===== src/ssd_pkg.sv =====
// shared types, constants and character decode for the seven-segment scan display
`timescale 1ns / 1ps

package ssd_pkg;

    // display geometry: digit positions first, status (icon) position last
    localparam int NUM_POSITIONS = 5;
    localparam int STATUS_POS    = NUM_POSITIONS - 1;
    localparam int POS_W         = 3;
    localparam int SEL_W         = 5;
    localparam int SEG_W         = 7;
    localparam int BYTE_W        = 8;

    // stream payload widths
    localparam int S_TDATA_W = 24;
    localparam int M_TDATA_W = 16;

    // apb port
    localparam int APB_ADDR_W = 3;
    localparam int APB_DATA_W = 32;

    // register indexes
    typedef enum logic [0:0] {
        REG_BLINK_TICKS = 1'b0,
        REG_COLON_MASK  = 1'b1
    } reg_index_t;

    // reset values of the registers
    localparam logic [BYTE_W-1:0] BLINK_TICKS_RST = 8'd250;
    localparam logic [BYTE_W-1:0] COLON_MASK_RST  = 8'h01;

    // command codes
    typedef enum logic [2:0] {
        CMD_TICK        = 3'd0,
        CMD_PUTCHAR     = 3'd1,
        CMD_SET_ICON    = 3'd2,
        CMD_CLR_ICON    = 3'd3,
        CMD_SET_FLASH   = 3'd4,
        CMD_CLR_FLASH   = 3'd5,
        CMD_FLASH_DIGIT = 3'd6,
        CMD_CLEAR_ALL   = 3'd7
    } cmd_t;

    // controller to datapath commands
    typedef struct packed {
        logic exec;      // apply the accepted command to the stores
        logic load_out;  // capture a scan result into the output register
    } ctrl_cmd_t;

    // special characters
    localparam logic [BYTE_W-1:0] ASCII_COLON = 8'h3a;
    localparam logic [BYTE_W-1:0] ASCII_DASH  = 8'h2d;
    localparam logic [BYTE_W-1:0] ASCII_ZERO  = 8'h30;
    localparam logic [BYTE_W-1:0] ASCII_NINE  = 8'h39;
    localparam logic [BYTE_W-1:0] ASCII_UP_A  = 8'h41;
    localparam logic [BYTE_W-1:0] ASCII_UP_Z  = 8'h5a;
    localparam logic [BYTE_W-1:0] ASCII_LO_A  = 8'h61;
    localparam logic [BYTE_W-1:0] ASCII_LO_Z  = 8'h7a;

    localparam logic [BYTE_W-1:0] PAT_DASH   = 8'h40;
    localparam logic [BYTE_W-1:0] FLASH_FULL = 8'hff;

    // segment patterns
    localparam logic [BYTE_W-1:0] DIGIT_PAT [10] = '{
        8'h3f, 8'h06, 8'h5b, 8'h4f, 8'h66, 8'h6d, 8'h7d, 8'h07, 8'h7f, 8'h6f
    };
    localparam logic [BYTE_W-1:0] UPPER_PAT [26] = '{
        8'h77, 8'h40, 8'h39, 8'h3f, 8'h79, 8'h71, 8'h40, 8'h76, 8'h06, 8'h40,
        8'h40, 8'h38, 8'h40, 8'h37, 8'h3f, 8'h73, 8'h40, 8'h50, 8'h6d, 8'h40,
        8'h3e, 8'h3e, 8'h40, 8'h76, 8'h40, 8'h40
    };
    localparam logic [BYTE_W-1:0] LOWER_PAT [26] = '{
        8'h77, 8'h7c, 8'h58, 8'h5e, 8'h79, 8'h71, 8'h40, 8'h40, 8'h40, 8'h40,
        8'h40, 8'h38, 8'h40, 8'h54, 8'h5c, 8'h73, 8'h67, 8'h50, 8'h40, 8'h40,
        8'h3e, 8'h3e, 8'h40, 8'h40, 8'h40, 8'h40
    };

    // character to {mapped, pattern}; space, control codes and punctuation other than the dash unmapped
    function automatic logic [BYTE_W:0] char_pattern(input logic [BYTE_W-1:0] c);
        logic [BYTE_W-1:0] ofs;
        logic [BYTE_W:0]   res;
        ofs = '0;
        res = '0;
        if (c >= ASCII_ZERO && c <= ASCII_NINE) begin
            ofs = c - ASCII_ZERO;
            res = {1'b1, DIGIT_PAT[ofs[3:0]]};
        end else if (c >= ASCII_LO_A && c <= ASCII_LO_Z) begin
            ofs = c - ASCII_LO_A;
            res = {1'b1, LOWER_PAT[ofs[4:0]]};
        end else if (c >= ASCII_UP_A && c <= ASCII_UP_Z) begin
            ofs = c - ASCII_UP_A;
            res = {1'b1, UPPER_PAT[ofs[4:0]]};
        end else if (c == ASCII_DASH) begin
            res = {1'b1, PAT_DASH};
        end
        return res;
    endfunction

endpackage


===== src/seven_segment_scan_display_unit.sv =====
// top level of the seven-segment scan display: stream ports, apb registers
`timescale 1ns / 1ps

// Multiplexed seven-segment display driver, four digits plus one icon position.
// Input stream (s_*): one command per transfer; tick, putchar, icon set/clear,
// flash icon set/clear, flash digit, clear all. Only a tick produces a result.
// Output stream (m_*): per tick, the one-hot common line of the scanned position
// and the active-low segment lines, with flash bits inverted in the blink phase.
// Each command is applied at the edge that accepts it, and a tick's result is
// loaded into the output register at that same edge. A command can be
// accepted every cycle; the single output register sets the rate when stalled.
// When the receiver holds m_tready low, the result waits in the output register
// and s_tready follows m_tready, so a new item enters only as the old one leaves.
// Registers on the apb port: blink_ticks at address 0, colon_mask at address 4;
// writes are meant to happen while the block is idle.
// Synchronous reset clears the segment and flash stores, the scan index, the
// blink divider and phase, empties the output register and restores the
// register reset values (blink_ticks 250, colon_mask 1).

module seven_segment_scan_display_unit
    import ssd_pkg::*;
(
    input  logic                  aclk,
    input  logic                  aresetn,
    // command[2:0], char_code[10:3], position[13:11], icon_mask[21:14], zero pad
    input  logic [S_TDATA_W-1:0]  s_tdata,
    input  logic                  s_tvalid,
    output logic                  s_tready,
    // digit_select[4:0], segment_drive[11:5], zero pad
    output logic [M_TDATA_W-1:0]  m_tdata,
    output logic                  m_tvalid,
    input  logic                  m_tready,
    input  logic                  psel,
    input  logic                  penable,
    input  logic                  pwrite,
    input  logic [APB_ADDR_W-1:0] paddr,
    input  logic [APB_DATA_W-1:0] pwdata,
    output logic [APB_DATA_W-1:0] prdata,
    output logic                  pready
);

    ctrl_cmd_t         cmd;
    cmd_t              command;
    logic [BYTE_W-1:0] char_code;
    logic [POS_W-1:0]  position;
    logic [BYTE_W-1:0] icon_mask;
    logic [BYTE_W-1:0] blink_ticks_reg;
    logic [BYTE_W-1:0] colon_mask_reg;
    logic [SEL_W-1:0]  digit_select;
    logic [SEG_W-1:0]  segment_drive;
    logic              cfg_wr;
    reg_index_t        cfg_idx;

    // unpack the input transfer
    assign command   = cmd_t'(s_tdata[2:0]);
    assign char_code = s_tdata[10:3];
    assign position  = s_tdata[13:11];
    assign icon_mask = s_tdata[21:14];

    // register access
    assign pready  = 1'b1;
    assign cfg_wr  = psel && penable && pwrite && pready;
    assign cfg_idx = reg_index_t'(paddr[2]);

    always_ff @(posedge aclk) begin
        if (!aresetn) begin
            blink_ticks_reg <= BLINK_TICKS_RST;
            colon_mask_reg  <= COLON_MASK_RST;
        end else if (cfg_wr) begin
            case (cfg_idx)
                REG_BLINK_TICKS: blink_ticks_reg <= pwdata[BYTE_W-1:0];
                REG_COLON_MASK:  colon_mask_reg  <= pwdata[BYTE_W-1:0];
                default:         blink_ticks_reg <= blink_ticks_reg;
            endcase
        end
    end

    // read back
    always_comb begin
        case (cfg_idx)
            REG_BLINK_TICKS: prdata = {{(APB_DATA_W-BYTE_W){1'b0}}, blink_ticks_reg};
            REG_COLON_MASK:  prdata = {{(APB_DATA_W-BYTE_W){1'b0}}, colon_mask_reg};
            default:         prdata = '0;
        endcase
    end

    ssd_ctrl u_ctrl (
        .aclk      (aclk),
        .aresetn   (aresetn),
        .s_tvalid  (s_tvalid),
        .s_is_tick (command == CMD_TICK),
        .s_tready  (s_tready),
        .m_tvalid  (m_tvalid),
        .m_tready  (m_tready),
        .cmd       (cmd)
    );

    ssd_datapath u_datapath (
        .aclk          (aclk),
        .aresetn       (aresetn),
        .cmd           (cmd),
        .command       (command),
        .char_code     (char_code),
        .position      (position),
        .icon_mask     (icon_mask),
        .blink_ticks   (blink_ticks_reg),
        .colon_mask    (colon_mask_reg),
        .digit_select  (digit_select),
        .segment_drive (segment_drive)
    );

    // pack the result transfer
    assign m_tdata = {{(M_TDATA_W-SEL_W-SEG_W){1'b0}}, segment_drive, digit_select};

endmodule


===== src/ssd_ctrl.sv =====
// controller state machine: input acceptance and output register occupancy
`timescale 1ns / 1ps

module ssd_ctrl
    import ssd_pkg::*;
(
    input  logic       aclk,
    input  logic       aresetn,
    input  logic       s_tvalid,
    input  logic       s_is_tick,
    output logic       s_tready,
    output logic       m_tvalid,
    input  logic       m_tready,
    output ctrl_cmd_t  cmd
);

    typedef enum logic [1:0] {
        ST_EMPTY = 2'b01,
        ST_FULL  = 2'b10
    } state_t;

    state_t state_reg;
    state_t state_next;
    logic   accept;

    // a new item may enter whenever the output slot is free or drains this cycle
    assign s_tready = (state_reg == ST_EMPTY) || m_tready;
    assign m_tvalid = (state_reg == ST_FULL);
    assign accept   = s_tvalid && s_tready;

    assign cmd.exec     = accept;
    assign cmd.load_out = accept && s_is_tick;

    // next state
    always_comb begin
        state_next = state_reg;
        case (state_reg)
            ST_EMPTY: begin
                if (cmd.load_out) state_next = ST_FULL;
            end
            ST_FULL: begin
                if (cmd.load_out) state_next = ST_FULL;
                else if (m_tready) state_next = ST_EMPTY;
            end
            default: state_next = ST_EMPTY;
        endcase
    end

    always_ff @(posedge aclk) begin
        if (!aresetn) begin
            state_reg <= ST_EMPTY;
        end else begin
            state_reg <= state_next;
        end
    end

    // a scan result load always comes with an accepted command
    a_load_needs_exec: assert property (@(posedge aclk) disable iff (!aresetn)
        cmd.load_out |-> cmd.exec)
        else $error("output load without accepted command");

    // a stalled result stays in the output register
    a_stall_holds: assert property (@(posedge aclk) disable iff (!aresetn)
        (state_reg == ST_FULL) && !m_tready |=> state_reg == ST_FULL)
        else $error("stalled result dropped");

    // every loaded result is presented on the next cycle
    a_load_presents: assert property (@(posedge aclk) disable iff (!aresetn)
        cmd.load_out |=> m_tvalid)
        else $error("loaded result not presented");

endmodule


===== src/ssd_datapath.sv =====
// datapath: segment and flash stores, scan index, blink divider, output register
`timescale 1ns / 1ps

module ssd_datapath
    import ssd_pkg::*;
(
    input  logic              aclk,
    input  logic              aresetn,
    input  ctrl_cmd_t         cmd,
    input  cmd_t              command,
    input  logic [BYTE_W-1:0] char_code,
    input  logic [POS_W-1:0]  position,
    input  logic [BYTE_W-1:0] icon_mask,
    input  logic [BYTE_W-1:0] blink_ticks,
    input  logic [BYTE_W-1:0] colon_mask,
    output logic [SEL_W-1:0]  digit_select,
    output logic [SEG_W-1:0]  segment_drive
);

    logic [BYTE_W-1:0] seg_reg   [NUM_POSITIONS];
    logic [BYTE_W-1:0] seg_next  [NUM_POSITIONS];
    logic [BYTE_W-1:0] flash_reg [NUM_POSITIONS];
    logic [BYTE_W-1:0] flash_next[NUM_POSITIONS];
    logic [POS_W-1:0]  scan_reg;
    logic [POS_W-1:0]  scan_next;
    logic [BYTE_W-1:0] blink_count_reg;
    logic [BYTE_W-1:0] blink_count_next;
    logic              blink_phase_reg;
    logic              blink_phase_next;
    logic [SEL_W-1:0]  sel_out_reg;
    logic [SEG_W-1:0]  seg_out_reg;

    logic [POS_W-1:0]  scan_pos;
    logic [BYTE_W-1:0] count_inc;
    logic [BYTE_W-1:0] seg_cur;
    logic [BYTE_W-1:0] flash_cur;
    logic [BYTE_W-1:0] seg_shown;
    logic [SEL_W-1:0]  sel_shown;
    logic [BYTE_W:0]   char_dec;

    // scanned position, folded back to zero if out of range
    assign scan_pos  = ({1'b0, scan_reg} >= (POS_W+1)'(NUM_POSITIONS)) ? '0 : scan_reg;
    assign count_inc = blink_count_reg + 8'd1;
    assign char_dec  = char_pattern(char_code);

    // read the scanned entry
    always_comb begin
        seg_cur   = '0;
        flash_cur = '0;
        for (int i = 0; i < NUM_POSITIONS; i++) begin
            if (scan_pos == POS_W'(i)) begin
                seg_cur   = seg_reg[i];
                flash_cur = flash_reg[i];
            end
        end
    end

    // one-hot common line; positions above the select width drive nothing
    always_comb begin
        for (int i = 0; i < SEL_W; i++) begin
            sel_shown[i] = (scan_pos == POS_W'(i));
        end
    end

    // command execution
    always_comb begin
        seg_next         = seg_reg;
        flash_next       = flash_reg;
        scan_next        = scan_reg;
        blink_count_next = blink_count_reg;
        blink_phase_next = blink_phase_reg;
        seg_shown        = seg_cur;
        if (cmd.exec) begin
            case (command)
                CMD_TICK: begin
                    if (count_inc == blink_ticks) begin
                        blink_count_next = '0;
                        blink_phase_next = !blink_phase_reg;
                    end else begin
                        blink_count_next = count_inc;
                    end
                    if (blink_phase_next) seg_shown = seg_cur ^ flash_cur;
                    scan_next = ({1'b0, scan_pos} >= (POS_W+1)'(STATUS_POS)) ?
                                '0 : scan_pos + 1'b1;
                end
                CMD_PUTCHAR: begin
                    if (char_code == ASCII_COLON) begin
                        seg_next[STATUS_POS] = seg_reg[STATUS_POS] | colon_mask;
                    end else if (char_dec[BYTE_W]) begin
                        for (int i = 0; i < NUM_POSITIONS; i++) begin
                            if (position == POS_W'(i)) seg_next[i] = char_dec[BYTE_W-1:0];
                        end
                    end
                end
                CMD_SET_ICON: begin
                    seg_next[STATUS_POS] = seg_reg[STATUS_POS] | icon_mask;
                end
                CMD_CLR_ICON: begin
                    seg_next[STATUS_POS] = seg_reg[STATUS_POS] & ~icon_mask;
                end
                CMD_SET_FLASH: begin
                    flash_next[STATUS_POS] = flash_reg[STATUS_POS] | icon_mask;
                end
                CMD_CLR_FLASH: begin
                    flash_next[STATUS_POS] = flash_reg[STATUS_POS] & ~icon_mask;
                end
                CMD_FLASH_DIGIT: begin
                    // the status position is not a digit
                    for (int i = 0; i < STATUS_POS; i++) begin
                        if (position == POS_W'(i)) flash_next[i] = FLASH_FULL;
                    end
                end
                CMD_CLEAR_ALL: begin
                    for (int i = 0; i < NUM_POSITIONS; i++) begin
                        seg_next[i]   = '0;
                        flash_next[i] = '0;
                    end
                end
                default: begin
                    seg_next = seg_reg;
                end
            endcase
        end
    end

    // state registers
    always_ff @(posedge aclk) begin
        if (!aresetn) begin
            for (int i = 0; i < NUM_POSITIONS; i++) begin
                seg_reg[i]   <= '0;
                flash_reg[i] <= '0;
            end
            scan_reg        <= '0;
            blink_count_reg <= '0;
            blink_phase_reg <= 1'b0;
        end else begin
            seg_reg         <= seg_next;
            flash_reg       <= flash_next;
            scan_reg        <= scan_next;
            blink_count_reg <= blink_count_next;
            blink_phase_reg <= blink_phase_next;
        end
    end

    // output register, loaded on each tick transfer
    always_ff @(posedge aclk) begin
        if (cmd.load_out) begin
            sel_out_reg <= sel_shown;
            seg_out_reg <= ~seg_shown[SEG_W-1:0];
        end
    end

    assign digit_select  = sel_out_reg;
    assign segment_drive = seg_out_reg;

endmodule


===== config.mk =====
export PLATFORM = sky130hd
export DESIGN_NAME = seven_segment_scan_display_unit
export DESIGN_NICKNAME = d
export VERILOG_FILES = /design/src/ssd_pkg.sv /design/src/seven_segment_scan_display_unit.sv /design/src/ssd_ctrl.sv /design/src/ssd_datapath.sv
export SDC_FILE = /design/constraint.sdc
export NUM_CORES = 1
export LEC_CHECK = 0
export BUFFER_PORTS_ARGS = -buffer_cell sky130_fd_sc_hd__buf_4
export CORE_ASPECT_RATIO = 1.4
export CORE_MARGIN = 2
export CORE_UTILIZATION = 46
export DETAILED_ROUTE_END_ITERATION = 8
export HOLD_SLACK_MARGIN = 0.08
export PLACE_DENSITY = 0.8
export SETUP_SLACK_MARGIN = 0.15
export SYNTH_ARGS = -nofsm -noshare
export SYNTH_HDL_FRONTEND = slang
export SYNTH_SLANG_ARGS = --single-unit

===== constraint.sdc =====
create_clock -name aclk -period 5.15 [get_ports aclk]
set_input_delay 1.545 -clock aclk [delete_from_list [all_inputs] [get_ports aclk]]
set_output_delay 1.545 -clock aclk [all_outputs]
set_load 0.01 [all_outputs]

==> impl_metrics.tcl, run 1 <==
set metrics [dict create \
    die-width_microns 103 \
    largest_reg_flops 35 \
    worstHoldStart "u_datapath.seg_reg[30]" \
    min_to "u_datapath.seg_reg[30]" \
    synthCells 810 \
    drt_iter0_markers 475 \
    cts_tree "yes" \
    fin_nets 924 \
    cp_num_cells 12 \
    nFillCells 1279 \
    synth_edf_count 12 \
    cp.required_ns 5.42 \
    async_flop_share 0 \
    gp_congestion 0.982 \
    hold_depth 2 \
    fin_ws_ns 0.938 \
    clock_path_buffers 2 \
    cts_made_buffers 9 \
    cp_max_fo 19 \
    path_buf_inv 3 \
    clock_power_share 0.383 \
    skew_ns 0.00805 \
    whs_ns 0.465 \
    crit_type "in2reg" \
    die_area_sq_um 14700 \
    start_util 0.472 \
    startpoint_type "input port" \
    cp_slowest_stage_delay_ns 0.52 \
    dp_worst_setup_slack_ns 0.699 \
    finalHoldViolations 0 \
    yosysSeqAreaShare 0.298 \
    crit_family "compound AO/OA/AOI/OAI gates" \
    power.share.sequential 0.447 \
    status "complete, no violations" \
    clkSinkCount 88 \
    reg2reg_slack_ns 1.73 \
    pwr-share-comb 0.170 \
    p_sw_frac 0.289 \
    max-cap-violations 0 \
    reg2reg_to "u_datapath.segment_drive[0]" \
    final_common_cell "nand2_1" \
    synth_flop_cell "dfxtp_1" \
    clk_pin_slew_ns 0.07 \
    hold_path.class "reg2reg" \
    drive_above_1_share 0.142 \
    tightest_slew_ns 0.756 \
    path_cells "buf_4 > inv_1 > ha_1 > buf_4 > xnor2_1 > mux2i_1 > mux2i_1 > o22ai_1 > or2_2 > a21oi_1 > nand2_1 > o22ai_1" \
    hpwl_mm 12.0 \
    final_cell_mix "nand2_1 (118), dfxtp_1 (76), buf_4 (69), o21ai_0 (52), a21oi_1 (51)" \
    post_drt_wl_per_cell_microns 16.2 \
    grt_pass1_wl_mm 26.9 \
    antenna_left 0 \
    fin_crit_sh 0.818 \
    ir_drop_uv 151 \
    rr_worst_depth 9 \
    grt_setup_unrepaired "no" \
    cts_setup_buffers 0 \
    cts-root-buf "clkbuf_16" \
    area_growth_pct 11.5 \
    drc 0 \
    slew_headroom 0.492 \
    clkLatencyLatePin_ns 0.34 \
    tns_ns 0 \
    overflow 0 \
    grt_pass1_vias 5513 \
    die_h_microns 143 \
    port_buffers 58 \
    ctsResizeCount 0 \
    r2r-start "u_datapath.blink_count_reg[0]" \
    core_area_sq_um 13400 \
    critPathSlowestCell "xnor2_1" \
    finalCriticalPeriod_ns 4.21 \
    startpoint "s_tdata[3]" \
    via_per_inst 5.84 \
    io_pins 117 \
    dr.pass1.iters 5 \
    p_per_area_nw_per_um2 228 \
    rows 50 \
    clock.fmax_mhz 237 \
    synth_warnings 0 \
    worstSetupEndpointType "register" \
    finish.instance_area_sq_um 7050 \
    vias 6013 \
    wl_mm 16.7 \
    yosysUniqueCellTypes 67 \
    setup_viol 0 \
    cp.arrival_ns 4.48 \
    place_area_sq_um 6780 \
    syn_area_sq_um 6320 \
    ys_seq_elements 88 \
    antenna_found_initial 0 \
    grt_start_max_net_pins 81 \
    postSynthAreaPerCell_sq_um 7.81 \
    leakagePower_uw 0.00263 \
    antenna_cells 0 \
    p_int_uw 1140 \
    slew_viol_final 0 \
    p_sw_uw 463 \
    grt_util_all_layers 0.227 \
    ctsHtreeMaxLevel 3 \
    ctsHoldBuffers 0 \
]
-- Yosys cell counts, types with 13 or more instances --
cell type / instances / area share
a21boi_0: 19 / 0.023
clkbuf_1: 35 / 0.021
mux2_2: 16 / 0.028
nor2b_1: 27 / 0.027
inv_1: 20 / 0.012
nor3_1: 17 / 0.013
buf_4: 29 / 0.034
nand2_1: 118 / 0.070
dfxtp_1: 76 / 0.24
and2_1: 13 / 0.013
nand3_1: 19 / 0.015
o21ai_0: 52 / 0.041
ha_1: 15 / 0.030
nor2_1: 46 / 0.027
a21oi_1: 51 / 0.040
mux2i_1: 33 / 0.052
-- worst min-delay path, delay by kind of cell, from the launching register on --
kind,cells,cell delay [ns]
flip-flops,1,0.31
multiplexers,1,0.06
AND/OR/NAND/NOR,1,0.05
-- power groups by stage --
| stage | registers [uW] | logic, uW | clock network, uW |
|---|---|---|---|
| after floorplan | 731 | 193 | 0 |
| after global placement | 733 | 263 | 0 |
| after detailed placement | 733 | 266 | 0 |
| after CTS | 718 | 267 | 620 |
| after global routing | 719 | 296 | 647 |
| final | 718 | 272 | 614 |
-- through the flow --
stage	power, uW	std cells	utilization
2_1_floorplan	924	837	-
3_3_place_gp	996	1014	0.506
3_5_place_dp	999	1014	0.506
4_1_cts	1600	1030	0.527
5_1_grt	1660	1030	0.527
6_report	1600	1030	0.527
-- logic make-up after synthesis --
kind of cell	after synthesis	synth area share
compound gates	227	0.239
xor+xnor	23	0.0318
fa+ha+maj	15	0.0297
buf+inv	96	0.0754
flops	88	0.298
mux	49	0.0807
other cells	2	0.00119
simple gates	310	0.245
-- layer usage --
layer | GRT usage | part of all wire | vias up
li1 | - | - | 2918
met1 | 0.284 | 0.40 | 2786
met2 | 0.384 | 0.50 | 266
met3 | 0.0274 | 0.060 | 43
met4 | 0.103 | 0.035 | 0
met5 | 0 | 0 | -
-- worst max path at each step --
stage / to
2_1_floorplan: u_datapath.seg_reg[38]
3_3_place_gp: u_datapath.seg_reg[35]
3_5_place_dp: u_datapath.seg_reg[35]
4_1_cts: u_datapath.seg_reg[35]
5_1_grt: u_datapath.seg_reg[2]
6_report: u_datapath.seg_reg[35]
-- cell type report --
type | instances | area, sq um | area share
Clock buffer | 10 | 229 | 0.0325
Clock inverter | 6 | 45.0 | 0.00639
Inverter | 22 | 82.6 | 0.0117
Sequential cell | 88 | 1880 | 0.267
Timing Repair Buffer | 69 | 518 | 0.0735
Multi-Input combinational cell | 653 | 4070 | 0.577
Tap cell | 182 | 228 | 0.0323
No activity file was read; power rests on OpenSTA's default activity.
==> inputs of run 2 (changes only) <==
==> constraint.sdc (replaced) <==
create_clock -name aclk -period 4.2 [get_ports aclk]
set_input_delay 1.26 -clock aclk [delete_from_list [all_inputs] [get_ports aclk]]
set_output_delay 1.26 -clock aclk [all_outputs]
set_load 0.01 [all_outputs]
==> impl_metrics.tcl, run 2 (synthesized netlist as in run 1, its figures left out) <==
set metrics [dict create \
    via_per_inst 5.84 \
    use_met2 0.395 \
    setup_viol 0 \
    p_per_area_nw_per_um2 289 \
    antenna_cells 0 \
    final_cell_mix "nand2_1 (118), buf_4 (78), dfxtp_1 (76), o21ai_0 (52), a21oi_1 (51)" \
    endpoint "u_datapath.seg_reg[14]" \
    leakagePower_uw 0.00271 \
    rows 50 \
    port_buffers 58 \
    ir_drop_uv 150 \
    drc 0 \
    finish.instance_area_sq_um 7160 \
    ctsHtreeMaxLevel 3 \
    cts_made_buffers 9 \
    clkLatencyLatePin_ns 0.35 \
    gp_congestion 0.959 \
    wl_mm 17.1 \
    startpoint "s_tdata[3]" \
    reg2reg_slack_ns 0.90 \
    post_drt_wl_per_cell_microns 16.4 \
    ctsHoldBuffers 0 \
    largest_reg_flops 35 \
    fin_crit_sh 0.866 \
    finalHoldViolations 0 \
    grt_pass1_wl_mm 27.5 \
    hpwl_mm 12.3 \
    cts-root-buf "clkbuf_16" \
    antenna_found_initial 0 \
    max-cap-violations 0 \
    path_cells "buf_4 > inv_1 > ha_1 > nand2b_1 > o41ai_1 > or4b_2 > a31oi_1 > a21o_1 > or3b_2 > mux2i_1" \
    area_growth_pct 13.2 \
    tightest_slew_ns 0.826 \
    vias 6065 \
    cts_tree "yes" \
    place_area_sq_um 6850 \
    die-width_microns 103 \
    grt_use_met1 0.288 \
    ctsResizeCount 0 \
    reg2reg_to "u_datapath.segment_drive[2]" \
    startpoint_type "input port" \
    core_area_sq_um 13400 \
    worstSetupEndpointType "register" \
    overflow 0 \
    die_h_microns 143 \
    grt_setup_unrepaired "no" \
    grt_most_used_layer "met2" \
    skew_ns 0.00621 \
    clkSinkCount 88 \
    final_core_util 0.535 \
    r2r-start "u_datapath.blink_count_reg[0]" \
    use_met3 0.0352 \
    drt_iter0_markers 475 \
    critPathSlowestCell "or4b_2" \
    cp.required_ns 4.48 \
    fin_nets 933 \
    drive_above_1_share 0.151 \
    rr_worst_depth 9 \
    fin_ws_ns 0.564 \
    clk_pin_slew_ns 0.07 \
    status "complete, no violations" \
    grt_pass1_vias 5592 \
    clock_path_buffers 2 \
    hold_path.class "reg2reg" \
    crit_type "in2reg" \
    dr.pass1.iters 5 \
    cts_setup_buffers 0 \
    start_util 0.472 \
    grt_start_max_net_pins 73 \
    slew_viol_final 0 \
    dp_worst_setup_slack_ns 0.265 \
    tns_ns 0 \
    cp_max_fo 19 \
    clock.fmax_mhz 275 \
    cp.arrival_ns 3.91 \
    grt_util_all_layers 0.234 \
    final_common_cell "nand2_1" \
    whs_ns 0.460 \
    slew_headroom 0.445 \
    die_area_sq_um 14700 \
    antenna_left 0 \
    cp_slowest_stage_delay_ns 0.71 \
    io_pins 117 \
    finalCriticalPeriod_ns 3.64 \
]
## run 2: critical path: cells and delay by family
family	cells	cell delay, ns
adders and majority gates	1	0.27
buffers and inverters	2	0.35
muxes	1	0.16
AOI/OAI and AO/OA	3	0.56
and+or+nand+nor	3	1.33
## run 2: power breakdown
group / internal [uW] / total (uW) / switching, uW
Sequential: 867 / 881 / 13.8
Combinational: 134 / 339 / 205
Clock: 501 / 849 / 348
Total: 1500 / 2070 / 567
## run 2: worst min path at each step
stage	depth (start not counted)	end	startpoint	slack, ns
floorplan	2	u_datapath.seg_reg[14]	u_datapath.seg_reg[14]	0.43
global placement	2	u_datapath.seg_reg[14]	u_datapath.seg_reg[14]	0.44
detailed placement	2	u_datapath.seg_reg[38]	u_datapath.seg_reg[38]	0.45
CTS	2	u_datapath.seg_reg[38]	u_datapath.seg_reg[38]	0.46
global route	2	u_datapath.seg_reg[22]	u_datapath.seg_reg[22]	0.49
finish	2	u_datapath.seg_reg[38]	u_datapath.seg_reg[38]	0.46
## run 2: final cells by class
type                       count  area, sq um
tap                          182          228
multi-input combinational    653         4070
inverter                      22         82.6
clock inverter                 5         62.6
sequential                    88         1880
clock buffer                  11          254
fill                        1311         6230
timing repair buffer          78          586
## run 2: metrics by stage
step / power, uW / instances
floorplan: 1130 / 837
global placement: 1230 / 1023
detailed placement: 1230 / 1023
CTS: 2070 / 1039
global route: 2140 / 1039
finish: 2070 / 1039
## run 2: routing by layer
layer	routed length (microns)	share of wire	vias to the layer above
met4	660	0.039	0
met3	1070	0.063	60
met1	6750	0.40	2814
met2	8590	0.50	251
li1	-	-	2940
met5	0	0	-
